`config.mk`:
```
export PLATFORM = sky130hd
export DESIGN_NAME = utf8_text_cursor_engine
export DESIGN_NICKNAME = d
export VERILOG_FILES = /design/src/sv/utce_pkg.sv /design/src/sv/utf8_text_cursor_engine.sv
export SDC_FILE = /design/constraint.sdc
export NUM_CORES = 1
export LEC_CHECK = 0
export ABC_AREA = 0
export BUFFER_PORTS_ARGS = -buffer_cell sky130_fd_sc_hd__clkbuf_2
export CAP_MARGIN = 20
export CORE_ASPECT_RATIO = 0.75
export CORE_MARGIN = 5
export CORE_UTILIZATION = 50
export DETAILED_ROUTE_END_ITERATION = 6
export PLACE_DENSITY = 0.69
export SLEW_MARGIN = 20
export SYNTH_ARGS = -nofsm -noshare
export SYNTH_HDL_FRONTEND = slang
export SYNTH_SLANG_ARGS = --single-unit
```
`constraint.sdc`:
```
create_clock -name clk_i -period 16.6 [get_ports clk_i]
set_clock_uncertainty 0.05 [all_clocks]
set_input_delay 2.49 -clock clk_i [delete_from_list [all_inputs] [get_ports clk_i]]
set_output_delay 2.49 -clock clk_i [all_outputs]
set_load 0.005 [all_outputs]
```
`src/sv/utce_pkg.sv`:
```
// ----------------------------------------------------------------------------
// utce_pkg: shared types and constants for the UTF-8 text cursor engine
// Word formats of the text and draw channels, register indexes and
// the control codes that move the pen.
// ----------------------------------------------------------------------------
`default_nettype none

package utce_pkg;

  // Configuration register indexes
  localparam logic [2:0] REG_ORIGIN_X      = 3'd0;
  localparam logic [2:0] REG_ORIGIN_Y      = 3'd1;
  localparam logic [2:0] REG_GLYPH_WIDTH   = 3'd2;
  localparam logic [2:0] REG_GLYPH_HEIGHT  = 3'd3;
  localparam logic [2:0] REG_GLYPH_COUNT   = 3'd4;
  localparam logic [2:0] REG_SCREEN_WIDTH  = 3'd5;
  localparam logic [2:0] REG_SCREEN_HEIGHT = 3'd6;
  localparam logic [2:0] REG_PEN_COLOR     = 3'd7;

  // Register reset values
  localparam logic [15:0] RST_ORIGIN_X      = 16'd0;
  localparam logic [15:0] RST_ORIGIN_Y      = 16'd0;
  localparam logic [5:0]  RST_GLYPH_WIDTH   = 6'd8;
  localparam logic [6:0]  RST_GLYPH_HEIGHT  = 7'd16;
  localparam logic [15:0] RST_GLYPH_COUNT   = 16'd256;
  localparam logic [15:0] RST_SCREEN_WIDTH  = 16'd1024;
  localparam logic [15:0] RST_SCREEN_HEIGHT = 16'd768;
  localparam logic [31:0] RST_PEN_COLOR     = 32'h00FF_FFFF;

  // Control codes
  localparam logic [20:0] CODE_TAB = 21'd9;
  localparam logic [20:0] CODE_LF  = 21'd10;
  localparam logic [20:0] CODE_CR  = 21'd13;

  // Substitute glyph ('?') and stray-byte prefix
  localparam logic [20:0] GLYPH_SUBST  = 21'd63;
  localparam logic [12:0] STRAY_PREFIX = 13'h1FFF;

  // Lead byte masks and tags
  localparam logic [7:0] LEAD4_MASK = 8'hF8;
  localparam logic [7:0] LEAD4_TAG  = 8'hF0;
  localparam logic [7:0] LEAD3_MASK = 8'hF0;
  localparam logic [7:0] LEAD3_TAG  = 8'hE0;
  localparam logic [7:0] LEAD2_MASK = 8'hE0;
  localparam logic [7:0] LEAD2_TAG  = 8'hC0;

  typedef struct packed {
    logic [7:0] text_byte;
    logic       string_start;
  } text_word_t;

  typedef struct packed {
    logic [15:0] draw_x;
    logic [15:0] draw_y;
    logic [20:0] glyph_index;
    logic [31:0] draw_color;
  } draw_word_t;

endpackage

`default_nettype wire

```
`src/sv/utf8_text_cursor_engine.sv`:
```
// A text word taken into the input register passes the decode/cursor logic
//   into the output register, which gives its draw word on out_valid_o.
//   Throughput: one text word per cycle unless a drawing word meets a held
//   output; the cursor update loop (decode, saturating add, compare) sets it.
// Reset: rst_ni clears the pipeline, restores register defaults and puts the
//   cursor at the default origin.
// ----------------------------------------------------------------------------
// utf8_text_cursor_engine: UTF-8 decoder with pen cursor
// Decodes a byte stream by lead byte, tracks x/y/tab phase, and emits one
// draw word per code other than tab, LF and CR that lands on screen.
// ----------------------------------------------------------------------------
`default_nettype none

module utf8_text_cursor_engine
  import utce_pkg::*;
#(
  parameter int TAB_GLYPHS = 4,
  parameter int COORD_BITS = 16
) (
  input  wire logic        clk_i,
  input  wire logic        rst_ni,
  // text channel
  input  wire logic        in_valid_i,
  output logic             in_ready_o,
  input  wire text_word_t  in_data_i,
  // draw channel
  output logic             out_valid_o,
  input  wire logic        out_ready_i,
  output draw_word_t       out_data_o,
  // configuration
  input  wire logic        cfg_we_i,
  input  wire logic [2:0]  cfg_index_i,
  input  wire logic [31:0] cfg_data_i
);

  localparam int CW      = COORD_BITS;
  localparam int CMP_W   = (CW > 16) ? CW : 16;
  localparam int PHASE_W = (TAB_GLYPHS > 1) ? $clog2(TAB_GLYPHS) : 1;

  // Configuration registers
  logic [15:0] origin_x_q, origin_y_q, glyph_count_q;
  logic [15:0] screen_width_q, screen_height_q;
  logic [5:0]  glyph_width_q;
  logic [6:0]  glyph_height_q;
  logic [31:0] pen_color_q;

  always_ff @(posedge clk_i or negedge rst_ni) begin
    if (!rst_ni) begin
      origin_x_q      <= RST_ORIGIN_X;
      origin_y_q      <= RST_ORIGIN_Y;
      glyph_width_q   <= RST_GLYPH_WIDTH;
      glyph_height_q  <= RST_GLYPH_HEIGHT;
      glyph_count_q   <= RST_GLYPH_COUNT;
      screen_width_q  <= RST_SCREEN_WIDTH;
      screen_height_q <= RST_SCREEN_HEIGHT;
      pen_color_q     <= RST_PEN_COLOR;
    end else if (cfg_we_i) begin
      unique case (cfg_index_i)
        REG_ORIGIN_X:      origin_x_q      <= cfg_data_i[15:0];
        REG_ORIGIN_Y:      origin_y_q      <= cfg_data_i[15:0];
        REG_GLYPH_WIDTH:   glyph_width_q   <= cfg_data_i[5:0];
        REG_GLYPH_HEIGHT:  glyph_height_q  <= cfg_data_i[6:0];
        REG_GLYPH_COUNT:   glyph_count_q   <= cfg_data_i[15:0];
        REG_SCREEN_WIDTH:  screen_width_q  <= cfg_data_i[15:0];
        REG_SCREEN_HEIGHT: screen_height_q <= cfg_data_i[15:0];
        REG_PEN_COLOR:     pen_color_q     <= cfg_data_i;
        default: ;
      endcase
    end
  end

  // Origin masked to the cursor width
  logic [CMP_W-1:0] org_x_ext, org_y_ext;
  logic [CW-1:0]    org_x, org_y;
  assign org_x_ext = CMP_W'(origin_x_q);
  assign org_y_ext = CMP_W'(origin_y_q);
  assign org_x     = org_x_ext[CW-1:0];
  assign org_y     = org_y_ext[CW-1:0];

  // Input register
  logic       s1_valid_q;
  text_word_t s1_data_q;
  logic       s1_go;
  logic       out_free;
  logic       draw;

  assign out_free   = !out_valid_o || out_ready_i;
  assign s1_go      = s1_valid_q && (!draw || out_free);
  assign in_ready_o = !s1_valid_q || s1_go;

  always_ff @(posedge clk_i or negedge rst_ni) begin
    if (!rst_ni) begin
      s1_valid_q <= 1'b0;
    end else if (in_ready_o) begin
      s1_valid_q <= in_valid_i;
    end
  end

  always_ff @(posedge clk_i) begin
    if (in_ready_o && in_valid_i) begin
      s1_data_q <= in_data_i;
    end
  end

  // Decoder and cursor state
  logic [CW-1:0]      cursor_x_q, cursor_y_q;
  logic [PHASE_W-1:0] tab_phase_q;
  logic [20:0]        code_accum_q;
  logic [1:0]         bytes_pending_q;

  logic [CW-1:0]      cx, cy, cx_d, cy_d;
  logic [PHASE_W-1:0] ph, ph_d;
  logic [20:0]        acc, acc_d;
  logic [1:0]         pend, pend_d;
  logic               code_vld;
  logic [20:0]        code;
  logic [7:0]         b;

  // Byte decode, after any string-start reset
  always_comb begin
    b        = s1_data_q.text_byte;
    cx       = s1_data_q.string_start ? org_x : cursor_x_q;
    cy       = s1_data_q.string_start ? org_y : cursor_y_q;
    ph       = s1_data_q.string_start ? '0 : tab_phase_q;
    acc      = s1_data_q.string_start ? '0 : code_accum_q;
    pend     = s1_data_q.string_start ? '0 : bytes_pending_q;
    code_vld = 1'b0;
    code     = acc;
    acc_d    = acc;
    pend_d   = pend;
    if (b == 8'd0) begin
      acc_d  = '0;
      pend_d = '0;
    end else if (pend != 2'd0) begin
      acc_d    = {acc[14:0], b[5:0]};
      pend_d   = pend - 2'd1;
      code     = acc_d;
      code_vld = (pend_d == 2'd0);
    end else if ((b & LEAD4_MASK) == LEAD4_TAG) begin
      acc_d  = 21'(b[2:0]);
      pend_d = 2'd3;
    end else if ((b & LEAD3_MASK) == LEAD3_TAG) begin
      acc_d  = 21'(b[3:0]);
      pend_d = 2'd2;
    end else if ((b & LEAD2_MASK) == LEAD2_TAG) begin
      acc_d  = 21'(b[4:0]);
      pend_d = 2'd1;
    end else begin
      code     = b[7] ? {STRAY_PREFIX, b} : 21'(b);
      acc_d    = code;
      code_vld = 1'b1;
    end
  end

  // Code handling: cursor moves and the draw decision
  logic              is_lf, is_cr, is_tab, is_glyph;
  logic [4:0]        tab_cols;
  logic [10:0]       adv_x;
  logic [CW:0]       sum_x, sum_y;
  logic [CW-1:0]     sat_x, sat_y;
  logic [CMP_W-1:0]  cx_ext, cy_ext;
  logic [20:0]       glyph;

  assign is_lf    = code_vld && (code == CODE_LF);
  assign is_cr    = code_vld && (code == CODE_CR);
  assign is_tab   = code_vld && (code == CODE_TAB);
  assign is_glyph = code_vld && !is_lf && !is_cr && !is_tab;

  assign tab_cols = 5'(TAB_GLYPHS) - 5'(ph);
  assign adv_x    = is_tab ? (11'(glyph_width_q) * 11'(tab_cols)) : 11'(glyph_width_q);
  assign sum_x    = {1'b0, cx} + (CW+1)'(adv_x);
  assign sum_y    = {1'b0, cy} + (CW+1)'(glyph_height_q);
  assign sat_x    = sum_x[CW] ? '1 : sum_x[CW-1:0];
  assign sat_y    = sum_y[CW] ? '1 : sum_y[CW-1:0];

  assign cx_ext = CMP_W'(cx);
  assign cy_ext = CMP_W'(cy);
  assign draw   = is_glyph && (cx_ext < CMP_W'(screen_width_q))
                           && (cy_ext < CMP_W'(screen_height_q));
  assign glyph  = (code >= 21'(glyph_count_q)) ? GLYPH_SUBST : code;

  always_comb begin
    cx_d = cx;
    cy_d = cy;
    ph_d = ph;
    if (is_lf) begin
      cy_d = sat_y;
      cx_d = org_x;
      ph_d = '0;
    end else if (is_cr) begin
      cx_d = org_x;
      ph_d = '0;
    end else if (is_tab) begin
      cx_d = sat_x;
      ph_d = '0;
    end else if (is_glyph) begin
      cx_d = sat_x;
      ph_d = (ph == PHASE_W'(TAB_GLYPHS - 1)) ? '0 : ph + PHASE_W'(1);
    end
  end

  always_ff @(posedge clk_i or negedge rst_ni) begin
    if (!rst_ni) begin
      cursor_x_q      <= '0;
      cursor_y_q      <= '0;
      tab_phase_q     <= '0;
      code_accum_q    <= '0;
      bytes_pending_q <= '0;
    end else if (s1_go) begin
      cursor_x_q      <= cx_d;
      cursor_y_q      <= cy_d;
      tab_phase_q     <= ph_d;
      code_accum_q    <= acc_d;
      bytes_pending_q <= pend_d;
    end
  end

  // Output register
  always_ff @(posedge clk_i or negedge rst_ni) begin
    if (!rst_ni) begin
      out_valid_o <= 1'b0;
    end else if (s1_go && draw) begin
      out_valid_o <= 1'b1;
    end else if (out_ready_i) begin
      out_valid_o <= 1'b0;
    end
  end

  always_ff @(posedge clk_i) begin
    if (s1_go && draw) begin
      out_data_o.draw_x      <= cx_ext[15:0];
      out_data_o.draw_y      <= cy_ext[15:0];
      out_data_o.glyph_index <= glyph;
      out_data_o.draw_color  <= pen_color_q;
    end
  end

  // Assertions
  a_phase_range: assert property (@(posedge clk_i) disable iff (!rst_ni)
    32'(tab_phase_q) < TAB_GLYPHS)
    else $error("tab phase out of range");

  a_zero_drops: assert property (@(posedge clk_i) disable iff (!rst_ni)
    (s1_go && s1_data_q.text_byte == 8'd0) |=> (bytes_pending_q == 2'd0))
    else $error("zero byte left a partial sequence");

  a_ready_when_empty: assert property (@(posedge clk_i) disable iff (!rst_ni)
    !out_valid_o |-> in_ready_o)
    else $error("input stalled with empty output register");

endmodule

`default_nettype wire

```
After elaboration in Yosys (flattened, before gate mapping)
Cells that the tools add are included.
{"block": "totals", "regBits": 278, "wordCells": 118}
{"block": "op_classes", "add_sub_neg": 5, "n_mul": 1, "order_cmp": 3, "n_eq_ne": 14, "mux": 41, "n_reduce_logical": 33}
{"operator": "$mux 21", "count": 12}
{"operator": "$mux 16", "count": 9}
{"operator": "$eq 21x4->1 const B", "count": 3}
{"operator": "$lt 16x16->1", "count": 2}
{"operator": "$mux 2", "count": 12}
{"operator": "$ge 21x16->1", "count": 1}
{"operator": "$add 16x11->17", "count": 1}
{"operator": "$add 16x7->17", "count": 1}
{"operator": "$reduce_and 2->1", "count": 8}
{"operator": "$eq 3x3->1 const B", "count": 5}
{"operator": "$logic_and 1x1->1", "count": 11}
{"operator": "$mul 6x5->11", "count": 1}
{"operator": "$mux 11", "count": 1}
{"operator": "$logic_not 8->1", "count": 1}
{"operator": "$mux 1", "count": 7}
{"operator": "$eq 3x2->1 const B", "count": 2}
{"operator": "$logic_not 1->1", "count": 6}
{"operator": "$eq 5x5->1 const B", "count": 1}
{"operator": "$eq 4x4->1 const B", "count": 1}
{"operator": "$reduce_bool 2->1", "count": 2}
{"operator": "$sub 3x2->4 const A", "count": 1}
{"operator": "$eq 3x1->1 const B", "count": 1}
{"operator": "$logic_not 3->1", "count": 1}
{"operator": "$logic_or 1x1->1", "count": 3}
{"operator": "other kinds (4)", "count": 4}

Depth between registers and ports, before layout
Gate-level depths: netlist of the first run.
{"block": "depth", "depth_word": 19, "mapped_depth": 28, "mapped_depth_nobuf": 23}

Worst setup path after synthesis of the first run
Ideal clock, no wire load.
{"block": "synth_timing", "kind": "register to register", "from": "register s1_data_q[0] (netlist bit)", "to": "register cursor_x_q[15]", "arrival_ps": 6016, "setup_slack_ps": 10407, "stages_incl_launch_ff": 27, "cell_sequence": "edfxtp_1 > buf_2 > buf_1 > buf_2 > buf_1 > buf_1 > nor2_1 > and2_1 > ha_1 > fa_1 > inv_1 > fa_1 > nor2b_1 > o21ai_0 > nand2b_1 > xnor2_1 > nor4_1 > ha_1 > or2_2 > a21oi_1 > a31oi_1 > a31oi_1 > nor3_1 > clkbuf_1 > or4_1 > o211ai_1 > a21oi_1"}
{"block": "synth_between", "elab_chain_cells": 17, "elab_cells_between_ends": 43}
{"item": "start, declared", "line": "utf8_text_cursor_engine.sv:82", "text": "text_word_t s1_data_q;"}
{"item": "start signal, assigned", "line": "utf8_text_cursor_engine.sv:101", "text": "s1_data_q <= in_data_i;"}
{"item": "parallel branches: the longest is 17 deep, another holds $add 16x11->17"}
{"item": "end signal, assigned", "line": "utf8_text_cursor_engine.sv:204", "text": "cursor_x_q <= '0;"}
{"item": "end signal, assigned", "line": "utf8_text_cursor_engine.sv:210", "text": "cursor_x_q <= cx_d;"}
{"item": "end, declared", "line": "utf8_text_cursor_engine.sv:106", "text": "logic [CW-1:0] cursor_x_q, cursor_y_q;"}
Several ways; the timed one is not identified.
A chain may end at the register's enable or synchronous reset.

Worst setup path in the final report of the first run
{"block": "layout_timing", "from": "register s1_data_q[0] (netlist bit)", "to": "output in_ready_o"}
{"block": "layout_between", "elab_chain_cells": 18, "elab_cells_between_ends": 34}
{"item": "$mux 21", "line": "utf8_text_cursor_engine.sv:125", "text": "acc = s1_data_q.string_start ? '0 : code_accum_q;"}
{"item": "$mux 21", "line": "utf8_text_cursor_engine.sv:145", "text": "end else if ((b & LEAD2_MASK) == LEAD2_TAG) begin"}
{"item": "$mux 21", "line": "utf8_text_cursor_engine.sv:142", "text": "end else if ((b & LEAD3_MASK) == LEAD3_TAG) begin"}
{"item": "$mux 21", "line": "utf8_text_cursor_engine.sv:139", "text": "end else if ((b & LEAD4_MASK) == LEAD4_TAG) begin"}
{"item": "$mux 21", "line": "utf8_text_cursor_engine.sv:134", "text": "end else if (pend != 2'd0) begin"}
{"item": "$mux 21", "line": "utf8_text_cursor_engine.sv:131", "text": "if (b == 8'd0) begin"}
{"item": "$eq 21x4->1", "line": "utf8_text_cursor_engine.sv:164", "text": "assign is_lf = code_vld && (code == CODE_LF);"}
{"item": "$logic_and 1x1->1", "line": "utf8_text_cursor_engine.sv:164"}
{"item": "$logic_not 1->1", "line": "utf8_text_cursor_engine.sv:167", "text": "assign is_glyph = code_vld && !is_lf && !is_cr && !is_tab;"}
{"item": "$logic_and 1x1->1 (3 in series)", "line": "utf8_text_cursor_engine.sv:167"}
{"item": "$logic_and 1x1->1", "line": "utf8_text_cursor_engine.sv:178", "text": "assign draw = is_glyph && (cx_ext < CMP_W'(screen_width_q))"}
{"item": "$logic_and 1x1->1 (*)", "line": "utf8_text_cursor_engine.sv:179", "text": "&& (cy_ext < CMP_W'(screen_height_q));"}
{"item": "$logic_not 1->1 (*)", "line": "utf8_text_cursor_engine.sv:88", "text": "assign s1_go = s1_valid_q && (!draw || out_free);"}
{"item": "$logic_or 1x1->1 (*)", "line": "utf8_text_cursor_engine.sv:88"}
{"item": "$logic_and 1x1->1 (*)", "line": "utf8_text_cursor_engine.sv:88"}
{"item": "$logic_or 1x1->1 (*)", "line": "utf8_text_cursor_engine.sv:89", "text": "assign in_ready_o = !s1_valid_q || s1_go;"}
{"item": "end, declared", "line": "utf8_text_cursor_engine.sv:24", "text": "output logic in_ready_o,"}
Mark *: on every way between the ends. The rest lies on a longest branch, timed or not.

==> results.yml, run 1 <==
status:
  status: "finished clean"
cts:
  cts_tree: "built"
  holdBufCountCts: 0
  clockBufferDepth: 3
  cts_setup_buffers: 0
  cts.sink_count: 278
  numCtsBuffers: 28
  clkLatencyLatePin_ns: 0.57
  cts-root-buf: "clkbuf_16"
  post_cts_resized: 0
  htreeDepth: 1
  clk_pin_slew_ns: 0.06
timing:
  fin_crit_ns: 7.05
  worst_pin_slew_ns: 1.08
  finalHoldWorstSlack_ns: 0.393
  tns_ns: 0
  max_freq_mhz: 142
  period_share: 0.425
  report.final.slew_viol_count: 0
  rsz0062_at_grt: "false"
  setup_viol: 0
  final_hold_viol_count: 0
  relSlewSlack: 0.275
power:
  p_int_mw: 1.59
  ir_drop_mv: 0.0910
  switchingPower_mw: 0.777
  cellPowerDensity_mw_per_mm2: 144
  comb_power_share: 0.315
  seq_power_share: 0.422
  p_leak_nw: 7.17
  clkPwrFrac: 0.263
  swShare: 0.329
synth:
  ys_warn_count: 0
  synthArstFlopShare: 0.662
  synthFlopType: "dfrtp_1"
  yosys.cell_types.count: 79
  ys_seq_elements: 278
  synth_area_per_cell_um2: 11.7
  ys_seq_area_frac: 0.520
  netlist_area_mm2: 0.0144
  synth_edf_count: 94
  synthesis.instances: 1231
placement:
  gp_congestion: 0.924
  dpl.hpwl_um: 24200
  place_inst: 1715
  placed_area_mm2: 0.0154
  port_buffers: 135
critical_path:
  rr_endpoint: "cursor_x_q[3]$_DFFE_PN0P_"
  crit_family: "simple AND/OR/NAND/NOR gates"
  cp-end-kind: "output pin"
  worstReg2RegStart: "s1_data_q[0]$_DFFE_PP_"
  worst-path-buf-inv: 3
  crit_type: "flip-flop to output pin"
  cp.depth: 10
  crit_chain: "buf_4, clkinv_1, nand3_1, a21boi_0, nor4_1, nand4_2, o41ai_4, nor3_1, nand4b_1, clkbuf_2"
  arrival_ns: 4.51
  critPathMaxStageDelay_ns: 0.68
  cp-start-kind: "flip-flop"
  crit_path_max_fanout: 44
  reg2regPathDepth: 19
  cpMaxStageDelayCell: "o41ai_4"
  required_ns: 14.06
  reg2reg_slack_ns: 9.97
finish:
  nets: 1495
  final_util: 0.581
  final_layout_size_suffix_gt1_frac: 0.290
  finalNonFillerCells: 1769
  syn2layout_area_growth_pct: 14.0
  design_area_mm2: 0.0164
  antenna_cells: 0
  fill_cells: 2352
min_path:
  min_path_cells: 0
  holdPathEnd: "out_data_o[31]$_DFFE_PP_"
  min_from: "pen_color_q[31]$_DFFE_PN0P_"
  min_path_type: "flip-flop to flip-flop"
route:
  num_vias: 10000
  drc: 0
  drt_iter0_drc: 654
  wire_per_inst_um: 19.8
  drt-pass1-iter-count: 5
  drt-total-wl_um: 35000
  drtAntennaViolNets: 0
  via_per_inst: 5.66
job:
  maxCapViolCount: 0
global_route:
  grt_pass1_wl_um: 55300
  grt_antenna_before_repair: 0
  grt_pass1_vias: 9850
  grt_usage: 0.218
  gr-total-overflow: 0
  grt_max_degree: 117
floorplanning:
  start_util: 0.509
  coreArea_mm2: 0.0282
  die_w_um: 206
  die_area_mm2: 0.0322
  ios: 136
  die_h_um: 157
  rows: 53
stage by stage:
step | total power [mW] | setup WS (ns)
2_1_floorplan | 1.51 | 10.41
3_3_place_gp | 1.72 | 9.88
3_5_place_dp | 1.74 | 9.98
4_1_cts | 2.38 | 9.51
5_1_grt | 2.52 | 9.22
6_report | 2.36 | 9.55
cell families (layout without fill, tap and decap cells):
group	after synthesis	count (layout)	synth area share
AND/OR/NAND/NOR	314	314	0.114
XOR/XNOR	24	24	0.0146
other	1	5	0.000261
multiplexers	157	157	0.122
buffers and inverters	132	281	0.0382
AO/OA/AOI/OAI	241	241	0.114
adder cells (fa/ha/maj)	84	84	0.0764
flip-flops	278	278	0.520
placed cells by master, fill, tap and decap left out, types with 5 or more instances in the layout:
cell,n
a211oi_1,7
a21boi_0,13
a21o_1,24
a21oi_1,52
and2_1,19
and3_1,7
buf_4,12
clkbuf_1,9
clkbuf_16,28
clkbuf_2,134
clkbuf_8,7
conb_1,5
dfrtp_1,154
dfstp_2,30
edfxtp_1,94
fa_1,6
ha_1,78
inv_1,78
mux2_2,145
mux2i_1,12
nand2_1,78
nand2b_1,17
nand3_1,18
nand4_1,13
nor2_1,67
nor2b_1,11
nor3_1,12
nor3_2,5
nor3b_1,11
nor4_1,15
o211ai_1,20
o21a_1,5
o21ai_0,61
o21ai_1,7
o31ai_2,5
or2_2,5
or3_1,14
or4_1,5
xnor2_1,14
xor2_1,10
routing by layer:
layer	part of all wire	wire (µm)	vias up	track usage
met3	0.059	2050	47	0.0389
met4	0.021	723	0	0.0478
met1	0.50	17600	4935	0.345
li1	-	-	4746	-
met2	0.42	14600	286	0.311
met5	0	0	-	0
how the worst max path moves through the flow:
stage	from	endpoint	slack, ns
finish	s1_data_q[0]$_DFFE_PP_	in_ready_o	9.55
global route	s1_data_q[0]$_DFFE_PP_	in_ready_o	9.22
CTS	s1_data_q[0]$_DFFE_PP_	in_ready_o	9.51
detailed placement	s1_data_q[0]$_DFFE_PP_	cursor_x_q[5]$_DFFE_PN0P_	9.98
global placement	s1_data_q[0]$_DFFE_PP_	cursor_x_q[3]$_DFFE_PN0P_	9.88
floorplan	s1_data_q[0]$_DFFE_PP_	cursor_x_q[15]$_DFFE_PN0P_	10.41
cell type report:
type                    count  area [µm²]  share of cell area
repair buffers            149         813              0.0497
inverters                  80         303              0.0185
multi-input cells         825        6400               0.391
well taps                 385         482              0.0294
clock buffers              43         817              0.0499
clock inverters             9        85.1             0.00520
flip-flops and latches    278        7460               0.456
power groups by stage:
| stage | combinational (mW) | clock (mW) | sequential, mW |
|---|---|---|---|
| after floorplan | 0.525 | 0 | 0.986 |
| after global placement | 0.721 | 0 | 1.00 |
| after detailed placement | 0.735 | 0 | 1.01 |
| after CTS | 0.743 | 0.639 | 0.996 |
| after global routing | 0.837 | 0.670 | 1.02 |
| final | 0.744 | 0.622 | 0.997 |
worst reg2reg max path, cell delays in order (launching register included):
cell and delay, ns:
edfxtp_1 0.32, buf_4 0.53, clkinv_1 0.45, nand3_1 0.53
a21boi_0 0.22, nor4_1 0.46, nand4_2 0.31, or2_1 0.43
nor3_4 0.36, mux2_2 0.39, ha_1 0.33, nor2b_1 0.17
o2111ai_1 0.26, a31oi_1 0.18, a31oi_1 0.46, nor3_2 0.24
or2_2 0.35, mux2_2 0.26, mux2i_1 0.13, a21oi_1 0.08
Yosys cell counts (3+ instances only):
| cell type | count | share of area |
|---|---|---|
| xor2_1 | 10 | 0.0061 |
| fa_1 | 6 | 0.0084 |
| or2_2 | 5 | 0.0022 |
| o21ai_0 | 61 | 0.021 |
| dfrtp_1 | 154 | 0.27 |
| clkbuf_1 | 28 | 0.0073 |
| a21o_1 | 24 | 0.013 |
| xnor2_1 | 14 | 0.0085 |
| nand4_1 | 13 | 0.0057 |
| dfstp_2 | 30 | 0.055 |
| nor4_1 | 15 | 0.0065 |
| a211oi_1 | 7 | 0.0037 |
| and3_1 | 7 | 0.0031 |
| o21ai_1 | 7 | 0.0024 |
| mux2_2 | 145 | 0.11 |
| nor3b_1 | 12 | 0.0063 |
| a21boi_0 | 13 | 0.0068 |
| buf_1 | 5 | 0.0013 |
| mux2i_1 | 12 | 0.0084 |
| or4_1 | 5 | 0.0026 |
| ha_1 | 78 | 0.068 |
| buf_2 | 12 | 0.0042 |
| o31ai_1 | 4 | 0.0021 |
| o211ai_1 | 20 | 0.010 |
| buf_6 | 3 | 0.0024 |
| a31oi_1 | 4 | 0.0017 |
| o31ai_2 | 5 | 0.0044 |
| o21a_1 | 5 | 0.0026 |
| nor2_1 | 67 | 0.018 |
| edfxtp_1 | 94 | 0.20 |
| a21oi_1 | 53 | 0.018 |
| nor2b_1 | 11 | 0.0048 |
| nand4b_1 | 4 | 0.0024 |
| buf_4 | 4 | 0.0021 |
| nand3_1 | 18 | 0.0063 |
| a22o_1 | 3 | 0.0018 |
| and2_1 | 19 | 0.0083 |
| inv_1 | 79 | 0.021 |
| or3_1 | 14 | 0.0061 |
| o221ai_1 | 4 | 0.0024 |
| nand2b_1 | 17 | 0.0074 |
| nand2_1 | 78 | 0.020 |
| nor3_1 | 15 | 0.0052 |
flip-flops by register name, indices dropped and copies added (netlist names), 6 cells and up:
| name | count |
|---|---|
| b | 8 |
| code_accum_q | 21 |
| cursor_x_q | 16 |
| cursor_y_q | 16 |
| glyph_count_q | 16 |
| glyph_height_q | 7 |
| glyph_width_q | 6 |
| org_x | 16 |
| org_y | 16 |
| out_data_o | 85 |
| pen_color_q | 32 |
| screen_height_q | 16 |
| screen_width_q | 16 |
(Power assumes the default switching activity.)
==> run 2: changes to the inputs <==
--- a/config.mk
+++ b/config.mk
@@ -12,7 +12,7 @@
 export CORE_MARGIN = 5
 export CORE_UTILIZATION = 50
 export DETAILED_ROUTE_END_ITERATION = 6
-export PLACE_DENSITY = 0.69
+export PLACE_DENSITY = 0.72
 export SLEW_MARGIN = 20
 export SYNTH_ARGS = -nofsm -noshare
 export SYNTH_HDL_FRONTEND = slang
==> constraint.sdc (replaced) <==
create_clock -name clk_i -period 5.82 [get_ports clk_i]
set_clock_uncertainty 0.05 [all_clocks]
set_input_delay 0.873 -clock clk_i [delete_from_list [all_inputs] [get_ports clk_i]]
set_output_delay 0.873 -clock clk_i [all_outputs]
set_load 0.005 [all_outputs]
==> results.yml, run 2 (synthesis results as in run 1) <==
route:
  wire_per_inst_um: 19.7
  drt-pass1-iter-count: 5
  via_per_inst: 5.69
  drt-total-wl_um: 35100
  num_vias: 10100
  drtAntennaViolNets: 0
  drt_iter0_drc: 852
  drc: 0
global_route:
  grt_antenna_before_repair: 0
  grt_max_degree: 103
  gr-total-overflow: 0
  grt_pass1_vias: 10000
  grt_pass1_wl_um: 56100
  grt_usage: 0.219
critical_path:
  cp-endpoint: "cursor_x_q[3]$_DFFE_PN0P_"
  reg2reg_slack_ns: 0.30
  crit_type: "flip-flop to flip-flop"
  crit_start: "s1_data_q[0]$_DFFE_PP_"
  cp-start-kind: "flip-flop"
  crit_path_max_fanout: 14
  arrival_ns: 5.88
  required_ns: 6.19
  worstReg2RegStart: "s1_data_q[0]$_DFFE_PP_"
  rr_endpoint: "cursor_x_q[3]$_DFFE_PN0P_"
  reg2regPathDepth: 19
  cp-end-kind: "flip-flop"
timing:
  worst_pin_slew_ns: 1.13
  report.final.slew_viol_count: 0
  final_hold_viol_count: 0
  max_freq_mhz: 181
  fin_crit_ns: 5.52
  setup_viol: 0
  relSlewSlack: 0.245
  fin_ws_ns: 0.304
  rsz0062_at_grt: "false"
  period_share: 0.948
  tns_ns: 0
cts:
  clockBufferDepth: 3
  cts_tree: "built"
  cts.sink_count: 278
  clkLatencyLatePin_ns: 0.55
  clk_pin_slew_ns: 0.06
  cts-root-buf: "clkbuf_16"
  numCtsBuffers: 28
  htreeDepth: 1
  holdBufCountCts: 0
placement:
  dpl_worst_slack_ns: -0.0433
  gp_congestion: 0.929
  port_buffers: 135
  place_inst: 1725
  dpl.hpwl_um: 24700
finish:
  nets: 1506
  reg_top3: "out_data_o: 85 flops, pen_color_q: 32 flops, code_accum_q: 21 flops"
  syn2layout_area_growth_pct: 15.7
  final_layout_size_suffix_gt1_frac: 0.301
  largest_reg_flops: 85
  finalNonFillerCells: 1780
  largest_register: "out_data_o"
  mostFrequentLayoutCells: "154 x dfrtp_1, 145 x mux2_2, 134 x clkbuf_2, 94 x edfxtp_1"
  antenna_cells: 0
  layout_commonest_cell: "dfrtp_1"
power:
  p_leak_nw: 7.29
  cellPowerDensity_mw_per_mm2: 419
  ir_drop_mv: 0.233
  p_total_mw: 6.96
floorplanning:
  ios: 136
  die_area_mm2: 0.0322
  start_util: 0.509
  coreArea_mm2: 0.0282
  die_h_um: 157
  die_w_um: 206
  rows: 53
status:
  status: "finished clean"
min_path:
  min_path_type: "input pin to async pin"
job:
  maxCapViolCount: 0
run 2: worst min-delay path by stage:
stage	start	endpoint	slack (ns)	cells after the start
final	rst_ni	tab_phase_q[0]$_DFFE_PN0P_	0.30	1
after global routing	rst_ni	tab_phase_q[0]$_DFFE_PN0P_	0.36	1
after CTS	rst_ni	code_accum_q[3]$_DFFE_PN0P_	0.35	1
after detailed placement	pen_color_q[29]$_DFFE_PN0P_	out_data_o[29]$_DFFE_PP_	0.38	0
after global placement	pen_color_q[25]$_DFFE_PN0P_	out_data_o[25]$_DFFE_PP_	0.37	0
after floorplan	pen_color_q[24]$_DFFE_PN0P_	out_data_o[24]$_DFFE_PP_	0.37	0
run 2: worst max-delay path, stage by stage, from the launching register on:
cell and delay [ns]:
edfxtp_1 0.45, buf_2 0.21, and3b_1 0.36, nand2_1 0.22, o21ai_0 0.14, a2111oi_2 0.50, nand3_1 0.20, or2_1 0.32
nor3_4 0.30, mux2_2 0.38, ha_1 0.36, and2_1 0.19, o21ai_0 0.21, a31oi_1 0.20, a31oi_2 0.34, nor3_4 0.14
or2_2 0.33, mux2_2 0.26, mux2i_1 0.13, a21oi_1 0.08
run 2: power breakdown:
part / internal, mW / switching, mW
Clock: 1.21 / 0.759
Sequential: 2.59 / 0.258
Combinational: 0.944 / 1.21
Total: 4.74 / 2.22
run 2: final cells by class:
type / instances / area [µm²]
Fill cell: 2271 / 11600
Sequential cell: 278 / 7460
Multi-Input combinational cell: 825 / 6430
Timing Repair Buffer: 160 / 907
Clock buffer: 42 / 867
Tap cell: 385 / 482
Inverter: 80 / 303
Clock inverter: 10 / 153
run 2: layer usage:
metal / GRT usage / share of wire / vias to the layer above
li1: - / - / 4746
met1: 0.348 / 0.49 / 4997
met2: 0.315 / 0.42 / 342
met3: 0.0365 / 0.071 / 44
met4: 0.0462 / 0.019 / 0
met5: 0 / 0 / -
run 2: stage by stage:
stage          area, µm²  utilization  hold slack [ns]
2_1_floorplan      14400            -            0.369
3_3_place_gp       15500        0.551            0.373
3_5_place_dp       15500        0.551            0.379
4_1_cts            16600        0.587            0.350
5_1_grt            16600        0.589            0.365
6_report           16600        0.589            0.301
run 2: repair_timing:
action,4_1_cts,5_1_grt
endpoints found under the setup margin,4,14
pin swaps,0,1
gates resized for setup,1,7
setup buffers,0,3
